[config.mk]
export PLATFORM = sky130hd
export DESIGN_NAME = pnr_front
export DESIGN_NICKNAME = d
export VERILOG_FILES = /design/src/hdl/pnr_pkg.sv /design/src/hdl/pnr_front.sv
export SDC_FILE = /design/constraint.sdc
export NUM_CORES = 1
export LEC_CHECK = 0
export BUFFER_PORTS_ARGS = -buffer_cell sky130_fd_sc_hd__buf_4
export CELL_PAD_IN_SITES_DETAIL_PLACEMENT = 1
export CELL_PAD_IN_SITES_GLOBAL_PLACEMENT = 1
export CORE_ASPECT_RATIO = 1.1
export CORE_MARGIN = 2
export CORE_UTILIZATION = 35
export DETAILED_ROUTE_END_ITERATION = 8
export GPL_ROUTABILITY_DRIVEN = 0
export PLACE_DENSITY_LB_ADDON = 0.12
export SYNTH_ARGS = -nofsm -noshare
export SYNTH_HDL_FRONTEND = slang
export SYNTH_SLANG_ARGS = --single-unit
[constraint.sdc]
create_clock -name i_clk -period 18.2 [get_ports i_clk]
set_clock_uncertainty 0.05 [all_clocks]
set_input_delay 2.73 -clock i_clk [delete_from_list [all_inputs] [get_ports i_clk]]
set_output_delay 2.73 -clock i_clk [all_outputs]
set_load 0.02 [all_outputs]
[src/hdl/pnr_pkg.sv]
package pnr_pkg;

    localparam int XW  = 10;
    localparam int YW  = 9;
    localparam int BCW = XW - 1;

    localparam int CQ_DEPTH = 4;
    localparam int CQ_AW    = 2;

    localparam logic [2:0] CMD_WRITE = 3'd0;
    localparam logic [2:0] CMD_READ  = 3'd1;
    localparam logic [2:0] CMD_FILL  = 3'd2;
    localparam logic [2:0] CMD_GLYPH = 3'd3;
    localparam logic [2:0] CMD_FONT  = 3'd4;

    typedef logic [1:0] t_op;

    localparam t_op OP_RECT  = 2'd0;
    localparam t_op OP_GLYPH = 2'd1;
    localparam t_op OP_READ  = 2'd2;
    localparam t_op OP_FONT  = 2'd3;

    typedef struct packed {
        t_op             op;
        logic [XW-1:0]   x0;
        logic [YW-1:0]   y0;
        logic [XW-1:0]   x1;
        logic [YW-1:0]   y1;
        logic [3:0]      color;
        logic            flag;
        logic [7:0]      code;
        logic            dbl;
        logic [11:0]     faddr;
        logic [7:0]      fdata;
    } t_cmd;

endpackage

[src/hdl/pnr_front.sv]
module pnr_front #(
    parameter int SCREEN_WIDTH  = 320,
    parameter int SCREEN_HEIGHT = 240,
    parameter int GLYPH_COUNT   = 256
) (
    input  logic          i_clk,
    input  logic          i_rst_n,
    input  logic          i_push,
    output logic          o_full,
    input  logic [2:0]    i_cmd,
    input  logic [8:0]    i_x,
    input  logic [7:0]    i_y,
    input  logic [8:0]    i_x_end,
    input  logic [7:0]    i_y_end,
    input  logic [3:0]    i_color,
    input  logic [7:0]    i_glyph_code,
    input  logic          i_double_size,
    input  logic [11:0]   i_font_addr,
    input  logic [7:0]    i_font_data,
    input  logic          i_clearing,
    output pnr_pkg::t_cmd o_cmd,
    output logic          o_valid,
    input  logic          i_take
);
    import pnr_pkg::*;

    localparam int FONT_BYTES = GLYPH_COUNT * 16;

    t_cmd              r_q [CQ_DEPTH];
    logic [CQ_AW-1:0]  r_wp, n_wp;
    logic [CQ_AW-1:0]  r_rp, n_rp;
    logic [CQ_AW:0]    r_cnt, n_cnt;

    t_cmd              w_cls;
    logic              w_keep;
    logic [XW-1:0]     w_x1_raw;
    logic [YW-1:0]     w_y1_raw;
    logic [XW-1:0]     w_x1;
    logic [YW-1:0]     w_y1;
    logic              w_wr;
    logic              w_rd;

    always_comb begin
        w_x1_raw = XW'(i_x) + XW'(1);
        w_y1_raw = YW'(i_y) + YW'(1);
        case (i_cmd)
            CMD_FILL: begin
                w_x1_raw = XW'(i_x_end);
                w_y1_raw = YW'(i_y_end);
            end
            CMD_GLYPH: begin
                w_x1_raw = XW'(i_x) + (i_double_size ? XW'(16) : XW'(8));
                w_y1_raw = YW'(i_y) + (i_double_size ? YW'(32) : YW'(16));
            end
            default: begin
                w_x1_raw = XW'(i_x) + XW'(1);
                w_y1_raw = YW'(i_y) + YW'(1);
            end
        endcase
        w_x1 = (32'(w_x1_raw) < SCREEN_WIDTH)  ? w_x1_raw : XW'(SCREEN_WIDTH);
        w_y1 = (32'(w_y1_raw) < SCREEN_HEIGHT) ? w_y1_raw : YW'(SCREEN_HEIGHT);

        w_cls.op    = OP_RECT;
        w_cls.x0    = XW'(i_x);
        w_cls.y0    = YW'(i_y);
        w_cls.x1    = w_x1;
        w_cls.y1    = w_y1;
        w_cls.color = i_color;
        w_cls.flag  = 1'b0;
        w_cls.code  = i_glyph_code;
        w_cls.dbl   = i_double_size;
        w_cls.faddr = i_font_addr;
        w_cls.fdata = i_font_data;
        w_keep      = 1'b0;
        case (i_cmd)
            CMD_WRITE, CMD_FILL: begin
                w_keep = (w_x1 > XW'(i_x)) && (w_y1 > YW'(i_y));
            end
            CMD_GLYPH: begin
                w_cls.op   = OP_GLYPH;
                w_cls.flag = 32'(i_glyph_code) < GLYPH_COUNT;
                w_keep     = (w_x1 > XW'(i_x)) && (w_y1 > YW'(i_y));
            end
            CMD_READ: begin
                w_cls.op   = OP_READ;
                w_cls.flag = (32'(i_x) < SCREEN_WIDTH) && (32'(i_y) < SCREEN_HEIGHT);
                w_keep     = 1'b1;
            end
            CMD_FONT: begin
                w_cls.op = OP_FONT;
                w_keep   = 32'(i_font_addr) < FONT_BYTES;
            end
            default: begin
                w_keep = 1'b0;
            end
        endcase
    end

    assign o_full  = (r_cnt == (CQ_AW+1)'(CQ_DEPTH)) || i_clearing;
    assign o_valid = r_cnt != '0;
    assign o_cmd   = r_q[r_rp];
    assign w_wr    = i_push && !o_full && w_keep;
    assign w_rd    = i_take && o_valid;

    always_comb begin
        n_wp  = w_wr ? r_wp + CQ_AW'(1) : r_wp;
        n_rp  = w_rd ? r_rp + CQ_AW'(1) : r_rp;
        n_cnt = r_cnt + (CQ_AW+1)'(w_wr) - (CQ_AW+1)'(w_rd);
    end

    always_ff @(posedge i_clk) begin
        if (!i_rst_n) begin
            r_wp  <= '0;
            r_rp  <= '0;
            r_cnt <= '0;
        end else begin
            r_wp  <= n_wp;
            r_rp  <= n_rp;
            r_cnt <= n_cnt;
        end
    end

    always_ff @(posedge i_clk) begin
        if (w_wr) begin
            r_q[r_wp] <= w_cls;
        end
    end

endmodule

==> summary.txt <==
Power
  • Pwr Total: 1.84 mW
  • Maximum VDD drop: 0.0611 mV
  • Lkg Pwr: 5.08 nW
  • PwrDens: 124 nW/um^2

Layout
  • Final net count: 902
  • Multi-input logic area: 3200 sq um
  • Final Cell Area: 14900 sq um
  • Filler cells: 3288
  • Sequential cell area: 8840 sq um
  • Commonest non-fill, non-tap cell in the layout: edfxtp_1
  • Most frequent cells in the layout: edfxtp_1 (288), buf_4 (155), mux4_2 (72), clkbuf_16 (35), ha_1 (27)
  • Share of cells above drive strength 1: 0.357
  • Diodes inserted: 0
  • P&R area growth vs syn: 21.1%

Yosys
  • Asr flop ratio synth: 0
  • Mapped Area: 12300 sq um
  • Sequential share of the synthesized area: 0.719
  • Cell count after synthesis: 631
  • Post-synth EDFFs: 288
  • Avg Cell Area, Syn: 19.5 sq um
  • Synth warnings: 0
  • Post-synthesis register bit count: 297
  • Top FF cell, synth: edfxtp_1
  • Synth unique cells: 66

Worst setup path
  • Critical Path Max Stage Delay: 1.00 ns
  • Worst Setup End Kind: flop
  • CP cell instances: buf_4, and3b_2, inv_2, ha_1, and4_1, maj3_1, xnor2_1, mux2i_1, a21oi_1, nor3b_4, a2111oi_0, ha_1, and3_1, nand4_1, and3_1, a31oi_1, nor3b_1, and2_4, buf_4
  • Startpoint types: input pin
  • Crit-path slowest cell: a2111oi_0
  • CP max FO: 38
  • Required time worst endpoint: 18.28 ns
  • Worst path arrival time: 8.81 ns
  • Crit Path Category: in -> reg

Floorplan
  • Die ar.: 36600 sq um
  • Row Count: 71
  • Die height: 200 um
  • Core area: 34400 sq um
  • # IOs: 151
  • Die width: 183 um
  • Starting density of the core: 0.357

Run status
  • Status: complete, no violations

Timing
  • Final period util: 0.480
  • Max Slew Vio Count: 0
  • Minimum clock period: 8.73 ns
  • Slew HR: 0.183
  • Final setup viols: 0
  • Max frequency: 0.115 GHz
  • RSZ-0062 raised after global routing: false
  • Hold Vio Cnt, Final: 0
  • Final setup TNS: 0 ns
  • Least-Margin Pin Slew: 1.19 ns

Route
  • Total number of vias: 6480
  • First-pass DRT Iterations: 4
  • Drt total wl: 28300 um
  • Initial DRC count: 386
  • Routed len/inst: 22.5 um
  • # DRC: 0
  • Via density: 5.15
  • Antenna Violating Nets Remaining: 0

Clock tree
  • CTS tree: done
  • Post-CTS setup buffers: 0
  • CTS-repair resized insts: 0
  • Root Buffer: clkbuf_16
  • Clk_lat worst skew: 0.50 ns
  • Clock sink total: 297
  • CTS Hold Bufs: 0
  • Clock transition at path regs: 0.05 ns
  • H-tree depth: 2
  • Clock buffer depth: 3
  • Clock buffer count from CTS: 34

Placed design
  • # port buffers: 148
  • Post-DP HPWL: 18400 um
  • Dpl cell area: 13800 sq um

Global route
  • Vias in the first global route: 7289
  • Global route total overflow: 0
  • First-pass GRT wire length: 43500 um
  • Total Routing Usage GR: 0.157
  • Largest net degree at the start of global routing: 73
  • Initial antenna violation count: 0

Flow run
  • Max-Cap Viols: 0

Hold path
  • HP Class: reg -> reg
-- per-layer routing --
layer,track usage,share of wire,up-vias
met2,0.267,0.50,183
met1,0.205,0.42,3369
met4,0.0449,0.021,0
met5,0,0,-
li1,-,-,2889
met3,0.0314,0.059,39
-- final cells by class --
cell class / count / area share
sequential: 297 / 0.594
clock inverter: 15 / 0.00892
inverter: 24 / 0.00606
tap: 438 / 0.0369
timing repair buffer: 155 / 0.0782
multi-input combinational: 287 / 0.215
clock buffer: 43 / 0.0609
-- power by group --
group	leakage, nW	internal, mW	total (mW)	switching [mW]
registers	2.67	0.770	0.789	0.0188
clock network	0.514	0.381	0.636	0.255
logic	1.89	0.197	0.413	0.215
total	5.08	1.35	1.84	0.489
-- path summary, 6_finish.rpt --
path	start	end	slack, ns	cells past startpoint
worst max-delay path	i_cmd[2]	r_q[3][51]	9.47	19
worst min register to register	r_wp[0]	r_wp[0]	0.47	2
worst min-delay path	r_wp[0]	r_wp[0]	0.47	2
worst max register to register	r_cnt[1]	r_q[3][51]	15.01	5
-- state kept, by name (all words and copies together) (netlist names), named ones only --
signal  count
r_wp        2
r_cnt       3
r_q       288
r_rp        2
-- metrics by stage --
| step | setup slack, ns | util | hold WS (ns) | instances |
|---|---|---|---|---|
| 6_report | 9.47 | 0.433 | 0.471 | 1259 |
| 5_1_grt | 8.98 | 0.433 | 0.515 | 1259 |
| 4_1_cts | 9.45 | 0.433 | 0.476 | 1259 |
| 3_5_place_dp | 8.94 | 0.402 | 0.466 | 1201 |
| 3_3_place_gp | 9.26 | 0.402 | 0.429 | 1201 |
| 2_1_floorplan | 9.43 | - | 0.418 | 640 |
-- Yosys cell counts (5+ instances only) --
| master | number | area share |
|---|---|---|
| a21oi_1 | 17 | 0.0069 |
| mux4_2 | 72 | 0.13 |
| mux2i_1 | 7 | 0.0057 |
| edfxtp_1 | 288 | 0.70 |
| xnor2_1 | 15 | 0.011 |
| nor2_1 | 17 | 0.0052 |
| nand3_1 | 10 | 0.0041 |
| and2_1 | 10 | 0.0051 |
| a21o_1 | 6 | 0.0037 |
| buf_1 | 7 | 0.0021 |
| nor3_1 | 6 | 0.0024 |
| clkbuf_1 | 13 | 0.0040 |
| ha_1 | 27 | 0.028 |
| inv_1 | 23 | 0.0070 |
| dfxtp_1 | 9 | 0.015 |
| nand4_1 | 5 | 0.0025 |
| o21ai_0 | 8 | 0.0033 |
| nand2_1 | 19 | 0.0058 |
-- worst max-delay path, delay by kind of cell --
kind	cells	cell delay (ns)
fa+ha+maj	3	1.00
xor+xnor	1	0.14
simple gates	8	2.67
mux	1	0.18
buf+inv	3	0.87
compound gates	3	1.19
-- logic make-up (layout without fill, tap and decap cells) --
family,after synthesis,in the layout,share of synthesized area
AOI/OAI and AO/OA,61,61,0.0342
adders and majority gates,29,29,0.0299
muxes,79,79,0.138
and+or+nand+nor,91,91,0.0417
DFF,297,297,0.719
other,1,10,0.000305
xor gates and xnor gates,17,17,0.0127
buffers and inverters,56,237,0.0247
Power figures use the tool's default switching activity.
