## src/hdl/pnr_resq.sv

```systemverilog
module pnr_resq (
    input  logic       i_clk,
    input  logic       i_rst_n,
    input  logic       i_push,
    input  logic [3:0] i_data,
    output logic       o_full,
    output logic       o_empty,
    input  logic       i_pop,
    output logic [3:0] o_data
);
    logic [3:0] r_mem [2];
    logic       r_wp;
    logic       r_rp;
    logic [1:0] r_cnt, n_cnt;
    logic       w_wr;
    logic       w_rd;

    assign o_full  = r_cnt == 2'd2;
    assign o_empty = r_cnt == 2'd0;
    assign o_data  = r_mem[r_rp];
    assign w_wr    = i_push && !o_full;
    assign w_rd    = i_pop && !o_empty;

    always_comb begin
        n_cnt = r_cnt + 2'(w_wr) - 2'(w_rd);
    end

    always_ff @(posedge i_clk) begin
        if (!i_rst_n) begin
            r_wp  <= 1'b0;
            r_rp  <= 1'b0;
            r_cnt <= 2'd0;
        end else begin
            r_wp  <= r_wp ^ w_wr;
            r_rp  <= r_rp ^ w_rd;
            r_cnt <= n_cnt;
        end
    end

    always_ff @(posedge i_clk) begin
        if (w_wr) begin
            r_mem[r_wp] <= i_data;
        end
    end

endmodule

```

## config.mk

```make
export PLATFORM = sky130hd
export DESIGN_NAME = pnr_resq
export DESIGN_NICKNAME = d
export VERILOG_FILES = /design/src/hdl/pnr_resq.sv
export SDC_FILE = /design/constraint.sdc
export NUM_CORES = 1
export LEC_CHECK = 0
export ABC_AREA = 1
export BUFFER_PORTS_ARGS = -buffer_cell sky130_fd_sc_hd__buf_4
export CAP_MARGIN = 20
export CORE_AREA = 5 5 42 44
export CTS_CLUSTER_DIAMETER = 80
export DETAILED_ROUTE_END_ITERATION = 8
export DIE_AREA = 0 0 47 49
export PLACE_DENSITY = 0.61
export SYNTH_ARGS = -nofsm -noshare
export SYNTH_HDL_FRONTEND = slang
export SYNTH_SLANG_ARGS = --single-unit
```

## constraint.sdc

```tcl
create_clock -name i_clk -period 2.77 [get_ports i_clk]
set_input_delay 0.6925 -clock i_clk [delete_from_list [all_inputs] [get_ports i_clk]]
set_output_delay 0.6925 -clock i_clk [all_outputs]
set_load 0.02 [all_outputs]
```

==> reports/metrics.cfg, run 1 <==
[logic_synthesis]
syn_area_um2 = 558.0
synth_warnings = 0
yosysSeqAreaShare_pct = 60.99
synth_top_area_share_pct = 43.05
synth_nets = 61
synth_cells = 49
ys_ff_latch = 13
synth_top_area_cell = edfxtp_1
synth.distinct_cells = 14
ys_top_cells_by_area = edfxtp_1 43%, dfxtp_1 18%, ha_1 9.0%
syn_area_per_cell_um2 = 11.39

[global_route]
antenna_found_initial = 0
grt_max_degree = 8
grt_pass1_wl_um = 1317
top_usage_layer = met2
met2_usage_pct = 11.99
use_met1_pct = 9.153
grt_pass1_vias = 328
track_usage_pct = 8.131
grt-ovfl-total = 0
grt_use_met3_pct = 3.321

[critical_path]
startpoint_type = register
r2r_setup_slack_ns = 1.32
worstReg2RegEnd = r_cnt[1]
critPathKind = register to output pin
crit_fanout = 4
arrival_ns = 1.19
reg2reg_from = r_cnt[0]
critPathRequiredTime_ns = 2.08
reg2regPathDepth = 9
endpoint_kind = output pin

[sta]
worst_slack_ns = 0.8893
worst_slew_pin_slew_ns = 0.2032
slew_headroom_pct = 86.46
fin_tns_setup_ns = 0
hold_violations = 0
skew_ns = 0.0004513
post-route-min-period_ns = 1.881
grt_setup_unrepaired = false
period_share_pct = 67.89
slew_violations = 0
finalSetupViolCount = 0
fmax_ghz = 0.5317

[route]
wire_per_inst_um = 9.671
drt_iter0_drc = 1
drc = 0
vias_per_cell = 4.305
wirelength_um = 793
routed-via-count = 353
firstDrtPassIters = 4
antenna_left = 0

[die]
dieArea_um2 = 2303
row_count = 14
die_h_um = 49
fp.dieW_um = 47
core_area_um2 = 1401
ios = 14
floorplan.initialDensity_pct = 39.82

[final_layout]
fillCellCount = 139
layout_commonest_cell = buf_4
final_cell_mix = 13 x buf_4, 9 x inv_1, 8 x edfxtp_1, 6 x nand2_1
antenna_cells = 0
final_layout_size_suffix_gt1_share_pct = 33.33
multiInputGateArea_um2 = 180.2
seq_area_um2 = 340.3
syn_to_final_growth_pct = 25.78
finalNetCount = 79

[cts]
clock_path_buffers = 2
path_clk_slew_ns = 0.07
clkLatencyLatePin_ns = 0.26
htree_levels = 1
cts_tree = yes
post_cts_buffers = 0
root_buffer = clkbuf_4
numClockSinks = 13
hold_buffers = 0
cts_buffers = 3
post_cts_resized = 0

[placed_design]
numPortBuffers = 13
gp_congestion = 0.6945
dp_slack_ns = 0.9366
place_hpwl_um = 660.5

[power_and_ir_drop]
p_leak_nw = 0.3223
pwr_density_cell_nw_per_um2 = 949.8
ir_worst_vdd_v = 0.0004491

[job]
max_cap_viol_count = 0

[min_path]
min_path_cells = 2
min_path_type = register to register
holdCritStartpoint = r_rp

[outcome]
status = complete, no violations

[sequential cells by signal (all words and copies together), names as in the netlist, named ones only]
register  cells
r_wp          1
r_mem         8
r_rp          1
r_cnt         2
[worst max-delay path by stage]
stage                     slack [ns]         to      from  depth (start not counted)
after floorplan                 1.09   r_cnt[1]     i_pop                          9
after global placement          0.94   r_cnt[1]     i_pop                         10
after detailed placement        0.94   r_cnt[1]     i_pop                         10
after CTS                       0.84  o_data[1]  register                          2
after global routing            0.81  o_data[1]  register                          2
final                           0.89  o_data[1]  register                          2
[synthesized netlist by cell type]
library cell,number
inv_2,1
mux2_1,2
nand2_1,6
nor2_4,1
inv_1,9
edfxtp_1,8
a21oi_1,1
o21ai_1,1
mux2_2,2
nand3_1,2
dfxtp_1,5
nor2_2,2
ha_1,4
nor2_1,5
[routing by layer]
metal  up-vias  wire length [µm]
met5         -                 0
met4         0                12
met3         2                42
met2         7               412
met1       150               325
li1        194                 -
[logic make-up after synthesis]
| family | synth area share [%] |
|---|---|
| simple gates | 13.45 |
| buf+inv | 6.725 |
| mux | 8.071 |
| compound gates | 1.792 |
| flops | 60.99 |
| fa+ha+maj | 8.969 |
[per-stage QoR]
stage               util [%]  power (mW)  cell area [µm²]  instances  hold slack, ns
CTS                    50.09      0.6800            701.9         82          0.5209
global route           50.09      0.7272            701.9         82          0.5531
floorplan                  -      0.4759            558.0         49          0.4740
finish                 50.09      0.6667            701.9         82          0.5173
detailed placement     48.21      0.5697            675.6         78          0.5059
global placement       48.21      0.5677            675.6         78          0.5044
[worst max-delay path, stage by stage, from the launching register on]
cell     delay [ns]
dfxtp_1        0.42
mux2_2         0.35
buf_4          0.15
[power by group]
part | internal [mW] | switching [mW] | leakage, nW
clock network | 0.0556 | 0.0524 | 0.0150
logic | 0.120 | 0.150 | 0.191
registers | 0.257 | 0.0315 | 0.116
total | 0.432 | 0.234 | 0.322
[cell type report]
type / count / area share (%)
tap: 16 / 2.852
clock buffer: 4 / 3.743
inverter: 10 / 5.348
multi-input combinational: 26 / 25.67
sequential: 13 / 48.48
timing repair buffer: 13 / 13.90
No activity file was read; power rests on OpenSTA's default activity.
==> run 2, diff against run 1 <==
--- a/config.mk
+++ b/config.mk
@@ -8,11 +8,11 @@
 export ABC_AREA = 1
 export BUFFER_PORTS_ARGS = -buffer_cell sky130_fd_sc_hd__buf_4
 export CAP_MARGIN = 20
-export CORE_AREA = 5 5 42 44
+export CORE_MARGIN = 5
+export CORE_UTILIZATION = 43
 export CTS_CLUSTER_DIAMETER = 80
 export DETAILED_ROUTE_END_ITERATION = 8
-export DIE_AREA = 0 0 47 49
-export PLACE_DENSITY = 0.61
+export PLACE_DENSITY = 0.65
 export SYNTH_ARGS = -nofsm -noshare
 export SYNTH_HDL_FRONTEND = slang
 export SYNTH_SLANG_ARGS = --single-unit
==> constraint.sdc (replaced) <==
create_clock -name i_clk -period 1.61 [get_ports i_clk]
set_input_delay 0.4025 -clock i_clk [delete_from_list [all_inputs] [get_ports i_clk]]
set_output_delay 0.4025 -clock i_clk [all_outputs]
set_load 0.02 [all_outputs]
==> reports/metrics.cfg, run 2 (synthesis results as in run 1) <==
[sta]
fin_tns_setup_ns = 0  ; unchanged
finalSetupViolCount = 0  ; unchanged
slew_violations = 0  ; unchanged
hold_violations = 0  ; unchanged
grt_setup_unrepaired = false  ; unchanged
slew_headroom_pct = 86.19  ; was 86.46%
post-route-min-period_ns = 1.538
skew_ns = 0.004620  ; was 0.0004513 ns
fmax_ghz = 0.6501
worst_slew_pin_slew_ns = 0.2068  ; was 0.2032 ns
worst_slack_ns = 0.07176  ; was 0.8893 ns
period_share_pct = 95.54

[route]
wirelength_um = 899  ; was 793 µm
routed-via-count = 358  ; was 353
drt_iter0_drc = 2  ; was 1
wire_per_inst_um = 11.10  ; was 9.671 µm
antenna_left = 0  ; unchanged
firstDrtPassIters = 4  ; unchanged
drc = 0  ; unchanged
vias_per_cell = 4.420  ; was 4.305

[die]
core_area_um2 = 1269  ; was 1401 µm²
floorplan.initialDensity_pct = 43.98  ; was 39.82%
row_count = 13  ; was 14
fp.dieW_um = 46.03  ; was 47 µm
ios = 14  ; unchanged
dieArea_um2 = 2118  ; was 2303 µm²
die_h_um = 46.03  ; was 49 µm

[cts]
htree_levels = 1  ; unchanged
cts_buffers = 3  ; unchanged
path_clk_slew_ns = 0.08  ; was 0.07 ns
clock_path_buffers = 2  ; unchanged
hold_buffers = 0  ; unchanged
numClockSinks = 13  ; unchanged
clkLatencyLatePin_ns = 0.27  ; was 0.26 ns
root_buffer = clkbuf_4  ; unchanged
cts_tree = yes  ; unchanged

[critical_path]
critPathRequiredTime_ns = 1.21  ; was 2.08 ns
crit_fanout = 4  ; unchanged
arrival_ns = 1.14  ; was 1.19 ns
critPathKind = register to output pin  ; unchanged
startpoint_type = register  ; unchanged
endpoint_kind = output pin  ; unchanged

[final_layout]
final_layout_size_suffix_gt1_share_pct = 36.36  ; was 33.33%
layout_commonest_cell = buf_4  ; unchanged
final_cell_mix = 13 x buf_4, 9 x inv_1, 8 x edfxtp_1, 6 x nand2_1, 5 x nor2_1  ; was 13 x buf_4, 9 x inv_1, 8 x edfxtp_1, 6 x nand2_1
syn_to_final_growth_pct = 26.46  ; was 25.78%
fillCellCount = 118  ; was 139
top_regs = r_mem x8, r_cnt x2  ; unchanged
antenna_cells = 0  ; unchanged
finalNetCount = 79  ; unchanged
largest_reg_flops = 8  ; unchanged
regMostFlops = r_mem  ; unchanged

[power_and_ir_drop]
pwr_density_cell_nw_per_um2 = 1658  ; was 949.8 nW/µm²
p_total_mw = 1.170  ; was 666.7 µW
p_leak_nw = 0.3237  ; was 0.3223 nW
ir_worst_vdd_v = 0.0009909  ; was 0.0004491 V

[global_route]
grt_max_degree = 8  ; unchanged
grt_pass1_wl_um = 1511  ; was 1317 µm
top_usage_layer = met2  ; unchanged
grt_use_met3_pct = 3.557  ; was 3.321%
use_met1_pct = 11.03  ; was 9.153%
grt-ovfl-total = 0  ; unchanged
met2_usage_pct = 18.41  ; was 11.99%
track_usage_pct = 10.52  ; was 8.131%
grt_pass1_vias = 371  ; was 328
antenna_found_initial = 0  ; unchanged

[outcome]
status = complete, no violations  ; unchanged

[placed_design]
place_hpwl_um = 752.7  ; was 660.5 µm
numPortBuffers = 13  ; unchanged
dp_slack_ns = 0.05168  ; was 0.9366 ns
gp_congestion = 0.6550  ; was 0.6945

[min_path]
min_path_type = primary input to register  ; was register to register

[job]
max_cap_viol_count = 0  ; unchanged

run 2: cell counts in the layout (fill, tap and decap cells not counted):
No cell type changed its count.
run 2: layout make-up:
class | count | area (µm²) | area share, %
multi-input cells | 26 | 183.9 | 26.06
flip-flops and latches | 13 | 341.6 | 48.40
well taps | 15 | 18.77 | 2.660
repair buffers | 13 | 97.59 | 13.83
inverters | 10 | 37.54 | 5.319
clock buffers | 4 | 26.28 | 3.723
run 2: stage by stage:
stage | hold WS, ns | instance area (µm²) | utilization (%) | instances
6_report | 0.3156 | 705.7 | 55.62 | 81
5_1_grt | 0.3001 | 705.7 | 55.62 | 81
4_1_cts | 0.3156 | 701.9 | 55.33 | 81
3_5_place_dp | 0.5199 | 674.4 | 53.16 | 77
3_3_place_gp | 0.5048 | 674.4 | 53.16 | 77
2_1_floorplan | 0.4740 | 558.0 | - | 49
run 2: timing repair:
| action | 4_1_cts | 5_1_grt |
|---|---|---|
| gates resized for setup | 1 | 1 |
| pin swaps | 0 | 0 |
| buffers inserted | 0 | 0 |
| endpoints found under the setup margin | 3 | 1 |
run 2: worst paths after layout:
path / from / to / slack [ns] / cells after the start
worst max-delay path: register / o_data[1] / 0.07 / 2
worst min-delay path: i_data[1] / r_mem[1][1] / 0.32 / 1
worst max register to register: r_cnt[0] / r_cnt[1] / 0.14 / 9
worst min register to register: r_rp / register / 0.53 / 2
run 2: routing by layer:
metal | vias to the layer above | wire length [µm]
met5 | - | 0
met4 | 0 | 0
met3 | 0 | 37
met2 | 7 | 497
met1 | 157 | 363
li1 | 194 | -
run 2: worst max-delay path, cell delays in order (launching register included):
cell,delay [ns]
dfxtp_2,0.38
mux2_2,0.34
buf_4,0.15
run 2: power by group:
| group | leakage (nW) | internal (mW) | switching (mW) |
|---|---|---|---|
| logic | 0.192 | 0.208 | 0.263 |
| registers | 0.116 | 0.444 | 0.0591 |
| clock network | 0.0150 | 0.0957 | 0.0996 |
